$ cat src/rtl/core/cluster_link_table_allocator_core_defines.svh
// Assertion macros shared by the cluster link table allocator RTL.
// No dependencies; the including module must have aclk and aresetn.
`ifndef CLUSTER_LINK_TABLE_ALLOCATOR_CORE_DEFINES_SVH
`define CLUSTER_LINK_TABLE_ALLOCATOR_CORE_DEFINES_SVH

// Same-cycle implication, checked out of reset.
`define CLTA_ASSERT_NOW(lbl, ante, cons) \
    lbl: assert property (@(posedge aclk) disable iff (!aresetn) (ante) |-> (cons)) \
        else $error("cluster link table allocator check failed");

// Next-cycle implication, checked out of reset.
`define CLTA_ASSERT_NEXT(lbl, ante, cons) \
    lbl: assert property (@(posedge aclk) disable iff (!aresetn) (ante) |=> (cons)) \
        else $error("cluster link table allocator check failed");

`endif

$ cat src/rtl/core/clta_pkg.sv
// Shared types and codes of the cluster link table allocator.
// No dependencies; used by the controller, datapath and top level.
`default_nettype none
package clta_pkg;

    localparam logic [1:0] CMD_FIND_FREE  = 2'd0;
    localparam logic [1:0] CMD_SET_LINK   = 2'd1;
    localparam logic [1:0] CMD_GET_LINK   = 2'd2;
    localparam logic [1:0] CMD_FREE_CHAIN = 2'd3;

    localparam logic [2:0] ST_OK          = 3'd0;
    localparam logic [2:0] ST_NOT_MOUNTED = 3'd1;
    localparam logic [2:0] ST_RANGE       = 3'd2;
    localparam logic [2:0] ST_NONE_FREE   = 3'd3;
    localparam logic [2:0] ST_TOO_LONG    = 3'd4;

    localparam logic [1:0] CFG_MOUNTED     = 2'd0;
    localparam logic [1:0] CFG_TOTAL       = 2'd1;
    localparam logic [1:0] CFG_FREE_MARKER = 2'd2;
    localparam logic [1:0] CFG_END_MARKER  = 2'd3;

    localparam int TOTAL_W = 13;

    typedef enum logic [3:0] {
        DP_NOP,
        DP_CLR,
        DP_LOAD,
        DP_GL_DEC,
        DP_SG_SUB,
        DP_SCAN_START,
        DP_SCAN_RD,
        DP_SCAN_NEXT,
        DP_FOUND,
        DP_SET_WR,
        DP_GET_RD,
        DP_GET_DONE,
        DP_FC_RD,
        DP_FC_WR,
        DP_OUT
    } dp_op_t;

    typedef struct packed {
        dp_op_t     op;
        logic [2:0] res_status;
    } ctl_t;

    typedef struct packed {
        logic       clear_last;
        logic       mounted;
        logic [1:0] cmd;
        logic       count_zero;
        logic       idx_oob;
        logic       stale;
        logic       gl_high;
        logic       sg_ge_groups;
        logic       scan_hit;
        logic       scan_last;
        logic       cur_is_end;
        logic       cur_oob;
        logic       steps_ge;
    } sts_t;

endpackage
`default_nettype wire

$ cat src/rtl/core/clta_ctrl.sv
// Controller state machine of the cluster link table allocator.
// Depends on clta_pkg; drives the datapath through ctl_t commands.
`default_nettype none
module clta_ctrl import clta_pkg::*; (
    input  wire logic aclk,
    input  wire logic aresetn,
    input  wire sts_t sts,
    input  wire logic s_tvalid,
    output logic      s_tready,
    output logic      m_tvalid,
    input  wire logic m_tready,
    output ctl_t      ctl
);
    typedef enum logic [3:0] {
        S_CLEAR, S_IDLE, S_CHK, S_GL, S_SGM, S_SST, S_SRD, S_SCMP,
        S_GWAIT, S_FCHK, S_FWR, S_DONE
    } state_t;

    state_t     state_reg, state_next;
    logic [2:0] st_reg, st_next;
    logic       mvalid_reg, mvalid_next;

    assign s_tready = (state_reg == S_IDLE);
    assign m_tvalid = mvalid_reg;

    always_comb begin
        state_next     = state_reg;
        st_next        = st_reg;
        mvalid_next    = mvalid_reg && !m_tready;
        ctl.op         = DP_NOP;
        ctl.res_status = st_reg;
        unique case (state_reg)
            S_CLEAR: begin
                ctl.op = DP_CLR;
                if (sts.clear_last) begin
                    state_next = S_IDLE;
                end
            end
            S_IDLE: begin
                if (s_tvalid) begin
                    ctl.op     = DP_LOAD;
                    state_next = S_CHK;
                end
            end
            S_CHK: begin
                priority if (!sts.mounted) begin
                    st_next    = ST_NOT_MOUNTED;
                    state_next = S_DONE;
                end else begin
                    unique case (sts.cmd)
                        CMD_FIND_FREE: begin
                            priority if (sts.count_zero) begin
                                st_next    = ST_NONE_FREE;
                                state_next = S_DONE;
                            end else if (sts.stale) begin
                                state_next = S_GL;
                            end else begin
                                state_next = S_SST;
                            end
                        end
                        CMD_SET_LINK: begin
                            state_next = S_DONE;
                            if (sts.idx_oob) begin
                                st_next = ST_RANGE;
                            end else begin
                                st_next = ST_OK;
                                ctl.op  = DP_SET_WR;
                            end
                        end
                        CMD_GET_LINK: begin
                            if (sts.idx_oob) begin
                                st_next    = ST_RANGE;
                                state_next = S_DONE;
                            end else begin
                                ctl.op     = DP_GET_RD;
                                state_next = S_GWAIT;
                            end
                        end
                        default: begin
                            state_next = S_FCHK;
                        end
                    endcase
                end
            end
            // Find the last group that holds clusters; the stale hint is then
            // reduced by repeated subtraction of the group count.
            S_GL: begin
                if (sts.gl_high) begin
                    ctl.op = DP_GL_DEC;
                end else begin
                    state_next = S_SGM;
                end
            end
            S_SGM: begin
                if (sts.sg_ge_groups) begin
                    ctl.op = DP_SG_SUB;
                end else begin
                    state_next = S_SST;
                end
            end
            S_SST: begin
                ctl.op     = DP_SCAN_START;
                state_next = S_SRD;
            end
            S_SRD: begin
                ctl.op     = DP_SCAN_RD;
                state_next = S_SCMP;
            end
            S_SCMP: begin
                priority if (sts.scan_hit) begin
                    ctl.op     = DP_FOUND;
                    st_next    = ST_OK;
                    state_next = S_DONE;
                end else if (sts.scan_last) begin
                    st_next    = ST_NONE_FREE;
                    state_next = S_DONE;
                end else begin
                    ctl.op     = DP_SCAN_NEXT;
                    state_next = S_SRD;
                end
            end
            S_GWAIT: begin
                ctl.op     = DP_GET_DONE;
                st_next    = ST_OK;
                state_next = S_DONE;
            end
            S_FCHK: begin
                priority if (sts.cur_is_end) begin
                    st_next    = ST_OK;
                    state_next = S_DONE;
                end else if (sts.cur_oob) begin
                    st_next    = ST_RANGE;
                    state_next = S_DONE;
                end else if (sts.steps_ge) begin
                    st_next    = ST_TOO_LONG;
                    state_next = S_DONE;
                end else begin
                    ctl.op     = DP_FC_RD;
                    state_next = S_FWR;
                end
            end
            S_FWR: begin
                ctl.op     = DP_FC_WR;
                state_next = S_FCHK;
            end
            S_DONE: begin
                if (!mvalid_reg || m_tready) begin
                    ctl.op      = DP_OUT;
                    mvalid_next = 1'b1;
                    state_next  = S_IDLE;
                end
            end
            default: begin
                state_next = S_IDLE;
            end
        endcase
    end

    always_ff @(posedge aclk) begin
        if (!aresetn) begin
            state_reg  <= S_CLEAR;
            st_reg     <= ST_OK;
            mvalid_reg <= 1'b0;
        end else begin
            state_reg  <= state_next;
            st_reg     <= st_next;
            mvalid_reg <= mvalid_next;
        end
    end
endmodule
`default_nettype wire

$ cat config.mk
export PLATFORM = sky130hd
export DESIGN_NAME = clta_ctrl
export DESIGN_NICKNAME = d
export VERILOG_FILES = /design/src/rtl/core/cluster_link_table_allocator_core_defines.svh /design/src/rtl/core/clta_pkg.sv /design/src/rtl/core/clta_ctrl.sv
export SDC_FILE = /design/constraint.sdc
export NUM_CORES = 1
export LEC_CHECK = 0
export BUFFER_PORTS_ARGS = -buffer_cell sky130_fd_sc_hd__buf_2
export CAP_MARGIN = 10
export CORE_MARGIN = 4
export CORE_UTILIZATION = 30
export CTS_CLUSTER_DIAMETER = 200
export DETAILED_ROUTE_END_ITERATION = 10
export PLACE_DENSITY = 0.48
export SLEW_MARGIN = 20
export SYNTH_ARGS = -nofsm -noshare
export SYNTH_HDL_FRONTEND = slang
export SYNTH_SLANG_ARGS = --single-unit
$ cat constraint.sdc
create_clock -name aclk -period 2 [get_ports aclk]
set_input_delay 0.3 -clock aclk [delete_from_list [all_inputs] [get_ports aclk]]
set_output_delay 0.3 -clock aclk [all_outputs]
set_load 0.02 [all_outputs]
### Word-level counts from Yosys, hierarchy flattened

Cells that the tools add are included.

| word-level totals | value |
|---|---|
| register bits after elaboration | 8 |
| bits of input ports | 18 |
| output and inout port bits | 9 |
| word-level logic and storage cells | 78 |

| cells by class | value |
|---|---|
| mux-type cells | 43 |
| equality and inequality tests | 23 |
| reduce and logical (&&, ||, !) cells | 9 |

Operator list:

| cell | number |
|---|---|
| 4-bit case mux with 12 select lines | 2 |
| 4-bit 2-to-1 mux | 17 |
| 3-bit 2-to-1 mux | 11 |
| 4-bit by 3-bit equality test with 1-bit output (second input constant) | 4 |
| 4-bit equality test (second input constant) | 4 |
| 4-bit != test (second input constant) | 3 |
| 3-bit case mux with 4 select lines | 1 |
| 4-bit case mux with 3 select lines | 1 |
| 2-bit != test (second input constant) | 5 |
| 3-bit case mux with 3 select lines | 1 |
| 4-bit by 2-bit equality test with 1-bit output (second input constant) | 2 |
| 2-bit 2-to-1 mux | 4 |
| 4-bit case mux with 2 select lines | 1 |
| 6-bit AND reduction | 1 |
| 1-bit 2-to-1 mux | 5 |
| 5-bit by 3-bit != test with 1-bit output (second input constant) | 1 |
| 5-bit AND reduction | 1 |
| 4-bit by 1-bit equality test with 1-bit output (second input constant) | 1 |
| 4-bit logical NOT | 1 |
| 4-bit nonzero test | 1 |
| 3-bit != test (second input constant) | 1 |
| 2-bit by 1-bit equality test with 1-bit output (second input constant) | 1 |
| 2-bit equality test (second input constant) | 1 |
| 1-bit logical NOT | 2 |
| other kinds (3) | 3 |

### Depth between registers and ports, before layout

Gate-level depths: netlist of the first run.

| depth | value |
|---|---|
| depth in word-level cells | 5 |
| gate-level depth with buffers | 6 |
| depth with buffers taken out | 6 |

### Worst setup path after synthesis of the first run

OpenSTA, ideal clock, no wires.

| timing | value |
|---|---|
| kind | input to output |
| start point | input port sts[10] (netlist bit) |
| end point | output port ctl[6] (netlist bit) |
| buffers on the path | 0 |
| slack | 0.295 ns |
| arrival time | 1.405 ns |
| cell stages on the path | 6 |
| required time | 1.700 ns |
| cell sequence | inv_1 -> ha_1 -> and3b_1 -> a31oi_1 -> or3_1 -> nand4_1 |

RTL lines:

| what | line | RTL |
|---|---|---|
| start, declared | clta_ctrl.sv:7 | `input wire sts_t sts,` |
| end, declared | clta_ctrl.sv:12 | `output ctl_t ctl` |

==> results of run 1 <==
-- timing repair --
action,in CTS,in global routing
endpoints found under the setup margin,3,4
gates cloned,0,0
resized for setup,3,3
-- synth_stat cells, types with 2 or more instances --
| master | number | area [um2] |
|---|---|---|
| nor3b_1 | 2 | 15.01 |
| dfxtp_1 | 8 | 160.2 |
| nor2b_1 | 8 | 50.05 |
| buf_4 | 2 | 15.01 |
| a21o_1 | 2 | 15.01 |
| buf_6 | 3 | 33.78 |
| nand2_1 | 10 | 37.54 |
| nand2b_1 | 3 | 18.77 |
| a21oi_1 | 4 | 20.02 |
| a311oi_1 | 2 | 17.52 |
| nand4_1 | 2 | 12.51 |
| nand3_1 | 5 | 25.02 |
| a211o_1 | 2 | 17.52 |
| or3_1 | 2 | 12.51 |
| mux2i_1 | 3 | 30.03 |
| o21ai_0 | 4 | 20.02 |
| nor2_1 | 3 | 11.26 |
| a31oi_1 | 8 | 50.05 |
| ha_1 | 5 | 62.56 |
| inv_1 | 6 | 22.52 |
| buf_2 | 2 | 10.01 |
| nor3_1 | 6 | 30.03 |
| nand4bb_1 | 2 | 22.52 |
-- placed cells by master, fill, tap and decap left out, types with 3 or more instances in the layout --
| cell | synthesis | layout |
|---|---|---|
| a31oi_1 | 8 | 8 |
| buf_2 | 2 | 25 |
| inv_1 | 6 | 6 |
| nor2_1 | 3 | 3 |
| dfxtp_1 | 8 | 4 |
| nor3_1 | 6 | 6 |
| nand3_1 | 5 | 5 |
| o21ai_0 | 4 | 4 |
| a21oi_1 | 4 | 4 |
| buf_4 | 2 | 10 |
| ha_1 | 5 | 5 |
| nand2b_1 | 3 | 3 |
| dfxtp_2 | 0 | 4 |
| nor2b_1 | 8 | 7 |
| mux2i_1 | 3 | 3 |
| clkbuf_4 | 0 | 3 |
| nand2_1 | 10 | 10 |
-- cells by family (layout without fill, tap and decap cells) --
logic type	Yosys count	count (layout)	share of synthesized area (%)
simple gates	55	55	36.67
fa+ha+maj	5	5	6.410
flops	8	8	16.41
buf+inv	14	45	8.717
mux	3	3	3.077
compound gates	37	37	28.72
-- stage by stage --
stage                     utilization (%)  total power [mW]
after floorplan                         -            0.9062
after global routing                39.07             1.360
after detailed placement            38.01             1.109
after CTS                           38.86             1.239
final                               39.07             1.243
after global placement              38.01             1.105
-- area by class of cell --
cell class | count | area (um2) | area share (%)
Timing Repair Buffer | 35 | 200.2 | 16.65
Inverter | 7 | 26.28 | 2.185
Tap cell | 44 | 55.05 | 4.579
Sequential cell | 8 | 165.2 | 13.74
Multi-Input combinational cell | 100 | 733.2 | 60.98
Clock buffer | 3 | 22.52 | 1.873
-- where the power goes --
group	internal (mW)	switching, mW
Sequential	0.214	0.110
Clock	0.0684	0.0514
Combinational	0.360	0.440
Total	0.643	0.601
-- per-layer routing --
layer	global-route usage (%)	up-vias	part of all wire [%]
met3	1.733	4	3.2
met5	0	-	0
li1	-	535	-
met4	5.959	0	1.3
met1	18.09	503	46
met2	25.67	21	50
-- final timing paths --
kind                                   from  slack, ps                         to
setup / recovery                    sts[10]        100                     ctl[4]
hold / removal                      aresetn        350     st_reg[0]$_SDFFE_PN0P_
setup reg to reg  state_reg[0]$_SDFFE_PN0P_        430  state_reg[2]$_SDFFE_PN0P_
hold reg to reg      st_reg[1]$_SDFFE_PN0P_        470     st_reg[1]$_SDFFE_PN0P_
-- critical path, cell delays in order --
cell,delay (ps)
buf_2,100
inv_1,70
ha_1,290
and3b_1,180
a31oi_1,80
or3_1,330
nand3_1,80
buf_2,160
==> impl_metrics.yaml, run 1 <==
routing:
  ant_nets: 0
  viasPerCell: 5.396
  vias: 1063
  first_pass_iters: 4
  drcViolationCount: 0
  drt_iter0_drc: 18
  wl_per_cell_um: 14.30
  drt_wl_total_um: 2818
global_routing:
  grt_usage_pct: 14.68
  grt-ovfl-total: 0
  grt_pass1_vias: 1117
  grt_max_degree: 15
  antenna_found_initial: 0
  grt_pass1_wl_um: 5030
logic_synthesis:
  synth.cell_area_um2: 975.9
  synth_area_per_cell_um2: 7.999
  ys.flop_type: "dfxtp_1"
  synth_edf_count: 0
  ys_ff_latch: 8
  synthArstFlopShare_pct: 0
  synth_fp_nets: 145
  synth_warnings: 0
  syn_inst: 122
  yosysSeqAreaShare_pct: 16.41
  synth.distinct_cells: 51
job:
  max_cap_viol_count: 0
hold_path:
  hold_depth: 3
  hold_class: "in -> reg"
timing:
  setup_violations: 0
  rsz0062_at_grt: "no"
  fin_skew_ps: 5.112
  max_slew_margin_pct: 68.44
  worstMarginPinSlew_ps: 461.5
  timing.fmax_mhz: 526.6
  fin_crit_sh_pct: 94.94
  setup_tns_ps: 0
  setup_ws_ps: 101.1
  final-hold-violation-count: 0
  holdWs_ps: 345.1
  drv_slew: 0
  min_period_ps: 1899
cts:
  cts_buffer_depth: 2
  postCtsSetupBuffers: 0
  hold_buffers: 0
  cts_buffers: 3
  cts_tree: "done"
  cts.sinks: 8
  path_clk_slew_ps: 60
  cts_root_buf: "clkbuf_4"
  insertion_delay_ps: 250
  htreeDepth: 1
worst_setup_path:
  ff2ff_path_depth: 5
  worstPathArrival_ps: 1600
  worst-path-max-fanout: 3
  crit_type: "in -> out"
  startpoint_type: "input pin"
  required_ps: 1700
  cp-end-kind: "output pin"
finish:
  fillCellCount: 335
  layout-drive-gt1-share_pct: 33.99
  largest_register_ffs: 4
  n_antenna_cell: 0
  stdcell_count: 197
  area_growth_syn_to_layout_pct: 23.20
  nets: 178
  fin_area_um2: 1202
placement:
  preCtsSetupSlack_ps: 86.45
  routabilityCongestion: 0.8368
  io_buffers: 26
  dp.cells: 194
  dp_hpwl_um: 2241
  dpl_cell_area_um2: 1170
run_status:
  outcome: "complete, no violations"
floorplan:
  initial_core_util_pct: 31.71
  rows: 20
  die_h_um: 65.04
  io_pins: 27
  die_width_um: 65.04
  die-area_um2: 4230
  core-area_um2: 3078
power:
  powerDensity_nw_per_um2: 1034
  ir_worst_vdd_mv: 0.2835
  p_leak_nw: 0.5246
Power figures use the tool's default switching activity.
==> run 2: changes to the inputs <==
Settings changed: CORE_UTILIZATION 30 to 51, PLACE_DENSITY 0.48 to 0.75, RECOVER_POWER set to 100, SLEW_MARGIN 20 to not set.
==> run 2 against run 1 <==
  * Power shrank 3.5%
  * Sequential power shrank 4%
  * Cell area decreased by 4.9%
  * Flip-flop and latch count is the same
  * Non-clock buffer count decreased by 1
  * Global-route usage grew 6.4 points
  * Hold slack got worse by 3.2 ps
  * Setup slack worse by 0.93 ps
==> impl_metrics.yaml, run 2 (same netlist as run 1, synthesis figures left out) <==
run_status:
  outcome: "complete, no violations"
hold_path:
  hold_class: "in -> reg"
power:
  switchingPower_mw: 0.5922
  p_seq_share_pct: 25.8
  clockPowerShare_pct: 10.6
  p_leak_nw: 0.4912
  internal-power_mw: 0.6081
  switching_share_pct: 49.34
  ir_worst_vdd_mv: 0.5762
  combPwrFrac_pct: 63.5
  powerDensity_nw_per_um2: 1050
finish:
  nets: 177
  mostFrequentLayoutCell: "buf_2"
  area_growth_syn_to_layout_pct: 17.18
  register_area_um2: 165.2
  multi_input_comb_area_um2: 720.7
  layout_common_cells: "buf_2 (17), nand2_1 (10), nor2b_1 (8), a31oi_1 (8)"
  layout-drive-gt1-share_pct: 27.63
  largest_register_ffs: 4
  fillCellCount: 185
  stdcell_count: 177
  n_antenna_cell: 0
floorplan:
  core-area_um2: 1764
  io_pins: 27
  die_h_um: 51.75
  rows: 15
  initial_core_util_pct: 55.32
  die_width_um: 51.75
  die-area_um2: 2678
worst_setup_path:
  worstPathArrival_ps: 1600
  crit_type: "in -> out"
  worst-path-max-fanout: 3
  cp_slowest_cell: "or3_1"
  startpoint_type: "input pin"
  crit_buf_inv: 3
  cp-end-kind: "output pin"
  path_cells: "buf_2 > inv_1 > ha_1 > and3b_1 > a31oi_1 > or3_1 > nand4_1 > clkbuf_2"
  required_ps: 1700
  slowest_delay_ps: 340
  path_delay_family: "simple AND/OR/NAND/NOR gates"
placement:
  io_buffers: 26
  preCtsSetupSlack_ps: 84.38
  dp.cells: 174
  dp_hpwl_um: 2155
  routabilityCongestion: 0.8424
routing:
  drcViolationCount: 0
  drt_wl_total_um: 2630
  vias: 1060
  drt_iter0_drc: 16
  viasPerCell: 5.989
  first_pass_iters: 4
  wl_per_cell_um: 14.86
  ant_nets: 0
timing:
  rsz0062_at_grt: "no"
  worstMarginPinSlew_ps: 405.0
  min_period_ps: 1900
  fin_skew_ps: 11.03
  max_slew_margin_pct: 72.30
  final-hold-violation-count: 0
  setup_violations: 0
  fin_crit_sh_pct: 94.99
  timing.fmax_mhz: 526.4
  setup_tns_ps: 0
  drv_slew: 0
  setup_ws_ps: 100.2
cts:
  cts_root_buf: "clkbuf_4"
  cts_buffers: 3
  cts_buffer_depth: 2
  cts_tree: "done"
  cts.sinks: 8
  insertion_delay_ps: 260
  hold_buffers: 0
  htreeDepth: 1
  path_clk_slew_ps: 60
global_routing:
  grt_pass1_wl_um: 4305
  grt_usage_pct: 21.07
  grt-ovfl-total: 0
  grt_pass1_vias: 983
  antenna_found_initial: 0
  grt_max_degree: 16
job:
  max_cap_viol_count: 0
==> run 2: cell types whose count changed in the layout (fill, tap and decap cells not counted), moves of 4 or more <==
cell / before / now
buf_2: 25 / 17
clkbuf_1: 0 / 6
clkbuf_2: 0 / 5
buf_4: 10 / 6
==> run 2: routing by layer <==
metal	up-vias	part of all wire [%]	wire length (um)	track usage, %
li1	528	-	-	-
met1	495	43	1135	24.22
met2	33	50	1316	39.19
met3	4	5.3	139	3.152
met4	0	1.5	40	6.987
met5	-	0	0	0
==> run 2: metrics by stage <==
stage / hold slack, ps / instance area [um2] / power [mW] / utilization [%]
2_1_floorplan: 450.8 / 975.9 / 0.9062 / -
4_1_cts: 340.0 / 1161 / 1.220 / 65.82
6_report: 341.9 / 1144 / 1.200 / 64.82
5_1_grt: 341.6 / 1144 / 1.295 / 64.82
3_3_place_gp: 450.4 / 1139 / 1.070 / 64.54
3_5_place_dp: 464.8 / 1139 / 1.091 / 64.54
==> run 2: timing repair <==
action | CTS | global route
setup endpoints to repair | 0 | 4
buffers inserted | 0 | 0
gates resized for setup | 0 | 4
==> run 2: final timing paths <==
kind                             start                   endpoint  slack, ps  cells past startpoint
max                            sts[10]                     ctl[6]        100                      8
min                            aresetn     st_reg[0]$_SDFFE_PN0P_        340                      3
max reg2reg  state_reg[0]$_SDFFE_PN0P_  state_reg[2]$_SDFFE_PN0P_        240                      5
min reg2reg     st_reg[0]$_SDFFE_PN0P_     st_reg[0]$_SDFFE_PN0P_        480                      2
==> run 2: worst register-to-register path, stage by stage (launching register included) <==
cell and delay [ps]:
dfxtp_2 460, clkbuf_2 320, mux2i_1 130, a22oi_1 290
o2111ai_1 160, a211oi_1 290
==> run 2: area by class of cell <==
cell class | instances | area share (%)
clock buffer | 3 | 1.969
inverter | 7 | 2.298
multi-input combinational | 100 | 63.02
sequential | 8 | 14.44
tap | 25 | 2.735
timing repair buffer | 34 | 15.54
==> run 2: power groups by stage <==
stage               clock [mW]  sequential, mW  combinational [mW]
floorplan                    0           0.275               0.631
global placement             0           0.301               0.769
detailed placement           0           0.303               0.788
CTS                      0.129           0.300               0.790
global route             0.138           0.321               0.837
finish                   0.128           0.310               0.763
==> run 3: changes to the inputs <==
Settings changed: CORE_UTILIZATION 51 to 31, PLACE_DENSITY 0.75 to 0.49, RECOVER_POWER 100 to 50.
==> run 3 against run 2 <==
  * Core utilization fell by 25 points
  * Maximum frequency down 0.33%
  * Clock power shrank 5%
==> impl_metrics.yaml, run 3 (same netlist as run 1, synthesis figures left out) <==
worst_setup_path:
  regToRegSetupSlack_ps: 410
  ff2ff_path_depth: 5
  crit_type: "in -> out"
  r2r-start: "state_reg[3]$_SDFFE_PN0P_"
  r2r-end: "state_reg[2]$_SDFFE_PN0P_"
  worstPathArrival_ps: 1610
  worst-path-max-fanout: 3
  startpoint_type: "input pin"
  required_ps: 1700
  cp-end-kind: "output pin"
floorplan:
  io_pins: 27
  core-area_um2: 3028
  die_width_um: 64.11
  die_h_um: 64.11
  rows: 20
  initial_core_util_pct: 32.23
  die-area_um2: 4110
power:
  powerDensity_nw_per_um2: 1037
  p_leak_nw: 0.5139
  power_mw: 1.242
  ir_worst_vdd_mv: 0.2888
cts:
  insertion_delay_ps: 250
  cts_root_buf: "clkbuf_4"
  cts_buffers: 3
  cts_tree: "done"
  path_clk_slew_ps: 50
  htreeDepth: 1
  cts_buffer_depth: 2
  hold_buffers: 0
  cts.sinks: 8
hold_path:
  holdCritStartpoint: "aresetn"
  hold_depth: 3
  min_to: "st_reg[1]$_SDFFE_PN0P_"
  hold_class: "in -> reg"
finish:
  n_antenna_cell: 0
  area_growth_syn_to_layout_pct: 22.69
  nets: 179
  mostFrequentLayoutCell: "buf_2"
  stdcell_count: 198
  largest_register_ffs: 4
  finish.utilization_pct: 39.55
  layout_common_cells: "buf_2 (22), nand2_1 (10), buf_4 (10), a31oi_1 (8), nor2b_1 (7)"
  layout-drive-gt1-share_pct: 31.17
global_routing:
  grt_pass1_vias: 993
  antenna_found_initial: 0
  grt_pass1_wl_um: 4629
  grt_usage_pct: 13.81
  grt-ovfl-total: 0
  grt_max_degree: 16
routing:
  viasPerCell: 5.318
  drcViolationCount: 0
  drt_iter0_drc: 32
  ant_nets: 0
  vias: 1053
  first_pass_iters: 4
  drt_wl_total_um: 2767
  wl_per_cell_um: 13.97
placement:
  io_buffers: 26
  dp.cells: 194
  dp_hpwl_um: 2255
  routabilityCongestion: 0.8027
timing:
  drv_slew: 0
  final-hold-violation-count: 0
  timing.fmax_mhz: 524.7
  holdWs_ps: 352.0
  rsz0062_at_grt: "no"
  min_period_ps: 1906
  fin_skew_ps: 5.641
  max_slew_margin_pct: 70.57
  setup_violations: 0
  worstMarginPinSlew_ps: 430.3
  setup_tns_ps: 0
  fin_crit_sh_pct: 95.30
run_status:
  outcome: "complete, no violations"
job:
  max_cap_viol_count: 0
run 3: changes by cell type in the layout (fill, tap and decap cells not counted), sizes merged:
cell / before / now
buf: 23 / 32
clkbuf: 14 / 7
run 3: worst max path at each step:
stage,from,end,slack (ps),cells past startpoint
6_report,sts[10],ctl[4],90,8
5_1_grt,sts[10],ctl[6],10,8
4_1_cts,state_reg[2]$_SDFFE_PN0P_,ctl[6],20,4
3_5_place_dp,sts[10],ctl[4],80,8
3_3_place_gp,sts[10],ctl[6],110,8
2_1_floorplan,sts[10],ctl[6],290,6
run 3: metrics by stage:
| step | worst slack [ps] | instance area [um2] |
|---|---|---|
| after floorplan | 295.0 | 975.9 |
| after global placement | 112.2 | 1170 |
| after detailed placement | 78.73 | 1170 |
| after CTS | 15.58 | 1192 |
| after global routing | 14.16 | 1197 |
| final | 93.97 | 1197 |
run 3: report_power, final:
group / total [mW] / switching, mW / internal (mW)
sequential: 0.302 / 0.0887 / 0.214
combinational: 0.817 / 0.460 / 0.357
clock: 0.122 / 0.0537 / 0.0686
total: 1.24 / 0.603 / 0.639
run 3: cell type report:
class                      count  area (um2)
timing repair buffer          36       200.2
sequential                     8       165.2
inverter                       7       26.28
fill                         331        1831
tap                           44       55.05
multi-input combinational    100       728.2
clock buffer                   3       22.52
run 3: critical path: stages:
cell and delay, ps:
buf_2 100, inv_1 70, ha_1 300, and3b_1 180, a31oi_1 80, or3_1 330, nand3_1 80, buf_2 160
run 3: what timing repair did:
action                                  CTS  global route
endpoints found under the setup margin    0             4
buffers inserted                          0             1
resized for setup                         0             5
run 3: metal layers:
layer,share of wire [%],GRT usage (%),vias up
met1,46,18.03,502
met5,0,0,-
li1,-,-,538
met4,0,4.749,0
met2,51,23.35,13
met3,3.4,1.582,0
